**src/rtl/rv64_word_ops_execute_defines.svh**
```systemverilog
`ifndef RV64_WORD_OPS_EXECUTE_DEFINES_SVH
`define RV64_WORD_OPS_EXECUTE_DEFINES_SVH

// same-cycle implication, checked out of reset
`define RVW_ASSERT_IMPL(lbl, ante, cons, msg) \
	lbl: assert property (@(posedge clk) disable iff (!arst_n) (ante) |-> (cons)) else $error(msg);

// next-cycle implication, checked out of reset
`define RVW_ASSERT_NEXT(lbl, ante, cons, msg) \
	lbl: assert property (@(posedge clk) disable iff (!arst_n) (ante) |=> (cons)) else $error(msg);

`endif

```
**src/rtl/rvw_pkg.sv**
```systemverilog
package rvw_pkg;

	localparam int unsigned XLEN     = 64;
	localparam int unsigned REG_IDXW = 5;
	localparam int unsigned NUM_REGS = 32;

	typedef enum logic [3:0] {
		ACT_LWU   = 4'd0,
		ACT_LD    = 4'd1,
		ACT_SD    = 4'd2,
		ACT_ADDIW = 4'd3,
		ACT_SLLIW = 4'd4,
		ACT_SRLIW = 4'd5,
		ACT_SRAIW = 4'd6,
		ACT_ADDW  = 4'd7,
		ACT_SUBW  = 4'd8,
		ACT_SLLW  = 4'd9,
		ACT_SRLW  = 4'd10,
		ACT_SRAW  = 4'd11
	} action_t;

	typedef enum logic [1:0] {
		ACC_NONE  = 2'd0,
		ACC_RD32  = 2'd1,
		ACC_RD64  = 2'd2,
		ACC_WR64  = 2'd3
	} access_t;

	typedef struct packed {
		logic [3:0]          action;
		logic [REG_IDXW-1:0] dest_reg;
		logic [REG_IDXW-1:0] src_a_reg;
		logic [REG_IDXW-1:0] src_b_reg;
		logic signed [11:0]  immediate;
		logic [4:0]          shift_amount;
		logic [XLEN-1:0]     load_data;
	} req_t;

	typedef struct packed {
		logic [1:0]          bus_access;
		logic [XLEN-1:0]     bus_address;
		logic [XLEN-1:0]     store_value;
		logic                write_enable;
		logic [REG_IDXW-1:0] write_index;
		logic [XLEN-1:0]     write_value;
	} rsp_t;

	// register file write port
	typedef struct packed {
		logic                en;
		logic [REG_IDXW-1:0] idx;
		logic [XLEN-1:0]     data;
	} wb_t;

endpackage

```
**src/rtl/rvw_regfile.sv**
```systemverilog
module rvw_regfile
	import rvw_pkg::*;
(
	input  logic                clk,
	input  logic                arst_n,
	input  logic                rd_en,
	input  logic [REG_IDXW-1:0] rd_a_idx,
	input  logic [REG_IDXW-1:0] rd_b_idx,
	output logic [XLEN-1:0]     rd_a_s1,
	output logic [XLEN-1:0]     rd_b_s1,
	input  wb_t                 wb
);

	logic [XLEN-1:0]     mem [NUM_REGS];
	logic [NUM_REGS-1:0] vld_q;

	// entry not yet written reads as zero; x0 is never written
	always_ff @(posedge clk or negedge arst_n) begin
		if (!arst_n) begin
			vld_q <= '0;
		end else if (wb.en) begin
			vld_q[wb.idx] <= 1'b1;
		end
	end

	always_ff @(posedge clk) begin
		if (wb.en) begin
			mem[wb.idx] <= wb.data;
		end
	end

	// registered read with write-through so a write is visible to the next word
	always_ff @(posedge clk) begin
		if (rd_en) begin
			if (wb.en && wb.idx == rd_a_idx) begin
				rd_a_s1 <= wb.data;
			end else if (vld_q[rd_a_idx]) begin
				rd_a_s1 <= mem[rd_a_idx];
			end else begin
				rd_a_s1 <= '0;
			end
			if (wb.en && wb.idx == rd_b_idx) begin
				rd_b_s1 <= wb.data;
			end else if (vld_q[rd_b_idx]) begin
				rd_b_s1 <= mem[rd_b_idx];
			end else begin
				rd_b_s1 <= '0;
			end
		end
	end

endmodule

```
**src/rtl/rvw_alu.sv**
```systemverilog
module rvw_alu
	import rvw_pkg::*;
(
	input  req_t            op,
	input  logic [XLEN-1:0] a,
	input  logic [XLEN-1:0] b,
	output rsp_t            res
);

	logic [XLEN-1:0] imm_x;
	logic [XLEN-1:0] addr;
	logic [31:0]     add_i;
	logic [31:0]     add_r;
	logic [31:0]     sub_r;
	logic [4:0]      sh;
	logic [31:0]     sll_r;
	logic [31:0]     srl_r;
	logic [31:0]     sra_r;
	logic [1:0]      acc;
	logic [XLEN-1:0] st;
	logic [XLEN-1:0] val;
	logic            wr;

	always_comb begin
		imm_x = {{(XLEN-12){op.immediate[11]}}, op.immediate};
		addr  = a + imm_x;
		add_i = a[31:0] + imm_x[31:0];
		add_r = a[31:0] + b[31:0];
		sub_r = a[31:0] - b[31:0];
		// immediate shifts take the encoded count, register shifts take b[4:0]
		if (op.action == ACT_SLLIW || op.action == ACT_SRLIW || op.action == ACT_SRAIW) begin
			sh = op.shift_amount;
		end else begin
			sh = b[4:0];
		end
		sll_r = a[31:0] << sh;
		srl_r = a[31:0] >> sh;
		sra_r = $signed(a[31:0]) >>> sh;
	end

	always_comb begin
		acc = ACC_NONE;
		st  = '0;
		val = '0;
		wr  = 1'b0;
		unique case (op.action)
			ACT_LWU: begin
				acc = ACC_RD32;
				val = {32'd0, op.load_data[31:0]};
				wr  = 1'b1;
			end
			ACT_LD: begin
				acc = ACC_RD64;
				val = op.load_data;
				wr  = 1'b1;
			end
			ACT_SD: begin
				acc = ACC_WR64;
				st  = b;
			end
			ACT_ADDIW: begin
				val = {{32{add_i[31]}}, add_i};
				wr  = 1'b1;
			end
			ACT_ADDW: begin
				val = {{32{add_r[31]}}, add_r};
				wr  = 1'b1;
			end
			ACT_SUBW: begin
				val = {{32{sub_r[31]}}, sub_r};
				wr  = 1'b1;
			end
			ACT_SLLIW, ACT_SLLW: begin
				val = {{32{sll_r[31]}}, sll_r};
				wr  = 1'b1;
			end
			ACT_SRLIW, ACT_SRLW: begin
				val = {{32{srl_r[31]}}, srl_r};
				wr  = 1'b1;
			end
			ACT_SRAIW, ACT_SRAW: begin
				val = {{32{sra_r[31]}}, sra_r};
				wr  = 1'b1;
			end
			default: begin
				// undefined codes are a no-op
				wr = 1'b0;
			end
		endcase

		if (op.dest_reg == '0) begin
			wr = 1'b0;
		end

		res.bus_access   = acc;
		res.bus_address  = (acc != ACC_NONE) ? addr : '0;
		res.store_value  = st;
		res.write_enable = wr;
		res.write_index  = wr ? op.dest_reg : '0;
		res.write_value  = wr ? val : '0;
	end

endmodule

```
**src/rtl/rv64_word_ops_execute.sv**
```systemverilog
// channel | handshake             | word
// --------+-----------------------+-------------------------------------------
// req     | req_valid / req_stall | req_t: action, registers, imm, load data
// rsp     | rsp_valid / rsp_stall | rsp_t: bus access, address, store, writeback
//
// After accept the operands are registered into the execute stage; when that
// stage advances, the executed result and rsp_valid are registered into rsp.
// One word per cycle sustained while rsp is not stalled; register file
// write-through lets the next word read a value written by the one ahead.
// Reset clears valid flags and register-file valid bits (all registers read 0).
// A stalled result holds the execute stage, which then stalls req.
`include "rv64_word_ops_execute_defines.svh"

module rv64_word_ops_execute
	import rvw_pkg::*;
(
	input  logic clk,
	input  logic arst_n,
	input  logic req_valid,
	output logic req_stall,
	input  req_t req,
	output logic rsp_valid,
	input  logic rsp_stall,
	output rsp_t rsp
);

	logic            valid_s1;
	req_t            req_s1;
	logic [XLEN-1:0] a_s1;
	logic [XLEN-1:0] b_s1;
	logic            rsp_valid_q;
	rsp_t            rsp_q;
	rsp_t            res;
	logic            advance;
	logic            accept;
	wb_t             wb;

	assign advance   = valid_s1 && (!rsp_valid_q || !rsp_stall);
	assign req_stall = valid_s1 && !advance;
	assign accept    = req_valid && !req_stall;

	always_ff @(posedge clk or negedge arst_n) begin
		if (!arst_n) begin
			valid_s1 <= 1'b0;
		end else if (accept) begin
			valid_s1 <= 1'b1;
		end else if (advance) begin
			valid_s1 <= 1'b0;
		end
	end

	always_ff @(posedge clk) begin
		if (accept) begin
			req_s1 <= req;
		end
	end

	rvw_regfile u_rf (
		.clk      (clk),
		.arst_n   (arst_n),
		.rd_en    (accept),
		.rd_a_idx (req.src_a_reg),
		.rd_b_idx (req.src_b_reg),
		.rd_a_s1  (a_s1),
		.rd_b_s1  (b_s1),
		.wb       (wb)
	);

	rvw_alu u_alu (
		.op  (req_s1),
		.a   (a_s1),
		.b   (b_s1),
		.res (res)
	);

	always_comb begin
		wb.en   = advance && res.write_enable;
		wb.idx  = res.write_index;
		wb.data = res.write_value;
	end

	always_ff @(posedge clk or negedge arst_n) begin
		if (!arst_n) begin
			rsp_valid_q <= 1'b0;
		end else if (advance) begin
			rsp_valid_q <= 1'b1;
		end else if (!rsp_stall) begin
			rsp_valid_q <= 1'b0;
		end
	end

	always_ff @(posedge clk) begin
		if (advance) begin
			rsp_q <= res;
		end
	end

	assign rsp_valid = rsp_valid_q;
	assign rsp       = rsp_q;

	`RVW_ASSERT_NEXT(a_advance_fills_rsp, advance, rsp_valid_q, "executed word did not reach rsp")
	`RVW_ASSERT_IMPL(a_no_x0_write, wb.en, wb.idx != '0, "write to register zero")
	`RVW_ASSERT_IMPL(a_idle_wb_clear,
		rsp_valid_q && !rsp_q.write_enable,
		rsp_q.write_index == '0 && rsp_q.write_value == '0,
		"writeback fields not cleared")
	`RVW_ASSERT_IMPL(a_no_bus_addr,
		rsp_valid_q && rsp_q.bus_access == ACC_NONE,
		rsp_q.bus_address == '0 && rsp_q.store_value == '0,
		"bus fields set without access")

endmodule
```
**config.mk**
```make
export PLATFORM = sky130hd
export DESIGN_NAME = rv64_word_ops_execute
export DESIGN_NICKNAME = d
export VERILOG_FILES = /design/src/rtl/rvw_pkg.sv /design/src/rtl/rvw_regfile.sv /design/src/rtl/rvw_alu.sv /design/src/rtl/rv64_word_ops_execute.sv
export VERILOG_INCLUDE_DIRS = /design/src /design/src/rtl
export SDC_FILE = /design/constraint.sdc
export NUM_CORES = 2
export LEC_CHECK = 0
export BUFFER_PORTS_ARGS = -buffer_cell sky130_fd_sc_hd__clkbuf_2
export CAP_MARGIN = 15
export CORE_MARGIN = 10
export CORE_UTILIZATION = 30
export CTS_CLUSTER_SIZE = 14
export DETAILED_ROUTE_END_ITERATION = 7
export MAX_ROUTING_LAYER = met4
export SYNTH_ARGS = -nofsm -noshare
export SYNTH_HDL_FRONTEND = slang
export SYNTH_HIERARCHICAL = 1
export SYNTH_SLANG_ARGS = --single-unit
```
**constraint.sdc**
```tcl
create_clock -name clk -period 8.65 [get_ports clk]
set_input_delay 0.4325 -clock clk [delete_from_list [all_inputs] [get_ports clk]]
set_output_delay 0.4325 -clock clk [all_outputs]
set_load 0.05 [all_outputs]
```
==> results.ini <==
[floorplan]
core_area_sq_um = 413000
die_area_sq_um = 441000
die_y_um = 664
initial_core_util_pct = 30.1
io-pin-count = 306
rows = 236
die_w_um = 664

[global_route]
grt.total_usage_pct = 22.6
grt_max_degree = 103
grt_pass1_wl_um = 695000
grt_pass1_vias = 84341
antenna_found_initial = 48
overflow = 0

[critical_path]
endpoint_kind = flop
path_class = flop to flop
ff2ff_setup_slack_ns = 2.23
timing.critical_path.depth = 15
cp_max_fo = 20
r2r_end = u_rf/rd_b_s1[54]$_DFFE_PP_
r2r-start = u_rf/rd_b_s1[4]$_DFFE_PP_
worst-r2r-cell-count = 15
path_buf_inv = 3
cp_top_family = compound AO/OA/AOI/OAI gates
crit_chain = inv_1 -> ha_1 -> nor2_1 -> a221oi_2 -> o211ai_1 -> a2bb2oi_2 -> o211a_1 -> o221ai_1 -> a311oi_1 -> mux2i_1 -> and4_4 -> buf_12 -> a21oi_2 -> buf_8 -> a221o_1
critPathArrivalTime_ns = 7.09
max_stage_delay_ns = 0.88
start_kind = flop
cp_slowest_cell = and4_4
crit_required_ns = 9.32

[clock_tree]
clock_path_buffers = 4
path_clk_slew_ns = 0.06
cts_root_buf = clkbuf_16
clock-sinks = 2500
tritoncts = yes
post_cts_buffers = 0
clk_latency_ns = 0.94
cts_made_buffers = 278
htree_levels = 5

[timing]
fin_skew_ns = 0.0837
fin_crit_sh_pct = 74.2
fmax_ghz = 0.156
slew_violations = 0
rsz0062_at_grt = false
slew_headroom_pct = 14.4
finalSetupTns_ns = 0
setup-violations-final = 0
hold_violations = 0
min_period_ns = 6.42
tightest_slew_ns = 1.28
hold_ws_ns = 0.205

[logic_synthesis]
yosys_warnings = 6
syn-num-nets = 8332
syn_area_sq_um = 124000
syn_inst = 8099
avgSynthCellArea_sq_um = 15.4

[place]
placed_area_sq_um = 133000
dp_hpwl_um = 302000
routabilityCongestion = 0.959
dp.cells = 13486
port_buffers = 305

[power_and_ir_drop]
power.density_nw_per_um2 = 223
vdd_drop_max_mv = 0.165
p_leak_nw = 48.3

[cells_and_area]
design_area_sq_um = 143000
utilization_pct = 34.6
drive_gt1_share_pct = 21.6
multiInputGateArea_sq_um = 47000
final_cells = 14111
seqCellArea_sq_um = 74900
nFillCells = 39265
fin_nets = 8625
synthToLayoutAreaGrowth_pct = 15.0

[detailed_routing]
wire_per_inst_um = 36.1
routed_wl_um = 509000
via_per_inst = 6.14
num_vias = 86613
drcViolationCount = 0
drt_iter0_markers = 13183
first_pass_iters = 6
ant_nets = 0

[flow_run]
max_cap_violations = 0

[status]
outcome = complete, no violations

[min_path]
min-delay-path-class = input pin to asynchronous set/reset pin

## metrics by stage
stage / setup WS [ns] / power [mW]
floorplan: 2.35 / 17.6
global placement: 2.49 / 19.8
detailed placement: 2.41 / 19.9
CTS: 2.39 / 31.9
global route: 2.20 / 32.7
finish: 2.23 / 31.9
## cell type report
class,instances,area share [%]
flip-flops and latches,2500,52.3
multi-input cells,4876,32.8
repair buffers,642,3.42
inverters,94,0.258
clock buffers,339,5.19
well taps,5474,4.78
clock inverters,146,1.13
diodes,40,0.0699
## per-layer routing
layer	GRT usage (%)	wire length, um	up-vias
met5	-	0	-
met4	9.61	25700	0
met3	5.99	61500	1327
met2	33.8	226000	6327
met1	29.1	196000	45021
li1	-	-	33938
## how the worst max path moves through the flow
stage                              startpoint                    endpoint  slack [ns]
global placement    u_rf/rd_b_s1[4]$_DFFE_PP_  u_rf/rd_a_s1[51]$_DFFE_PP_        2.49
finish              u_rf/rd_b_s1[4]$_DFFE_PP_  u_rf/rd_b_s1[54]$_DFFE_PP_        2.23
detailed placement  u_rf/rd_a_s1[2]$_DFFE_PP_  u_rf/rd_b_s1[54]$_DFFE_PP_        2.41
floorplan               rsp_valid$_DFFE_PN0P_         req_s1[0]$_DFFE_PP_        2.35
CTS                 u_rf/rd_a_s1[2]$_DFFE_PP_  u_rf/rd_b_s1[54]$_DFFE_PP_        2.39
global route        u_rf/rd_b_s1[4]$_DFFE_PP_  u_rf/rd_b_s1[54]$_DFFE_PP_        2.20
## state kept, by name, summed over array words and instances (netlist names)
signal	cells
req_s1	90
u_rf/mem	2048
rsp_valid	1
valid_s1	1
u_rf/vld_q	32
rsp	200
u_rf/rd_b_s1	64
u_rf/rd_a_s1	64
## layout by cell type, fill, tap and decap left out, types with 198 or more instances in the layout
master,count
edfxtp_1,2466
mux2i_1,862
mux4_2,707
nor2_1,377
nand2_1,346
a21oi_1,302
clkbuf_2,296
clkbuf_16,288
a221oi_1,237
buf_4,198
## where the power goes
group          switching, mW  leakage, nW  internal, mW
Sequential             0.370         23.5          14.1
Clock                   5.06         4.39          7.02
Combinational           3.81         20.4          1.54
Total                   9.24         48.3          22.7
## worst register-to-register path, stage by stage (launching register included)
cell and delay, ns:
edfxtp_1 0.71, inv_1 0.23, ha_1 0.46, nor2_1 0.09, a221oi_2 0.37, o211ai_1 0.33, a2bb2oi_2 0.36, o211a_1 0.32
o221ai_1 0.17, a311oi_1 0.54, mux2i_1 0.36, and4_4 0.88, buf_12 0.52, a21oi_2 0.26, buf_8 0.25, a221o_1 0.32
## timing repair
action,4_1_cts,5_1_grt
hold endpoints to repair,126,0
resized for setup,0,0
hold buffers,94,0
No activity file was read; power rests on OpenSTA's default activity.
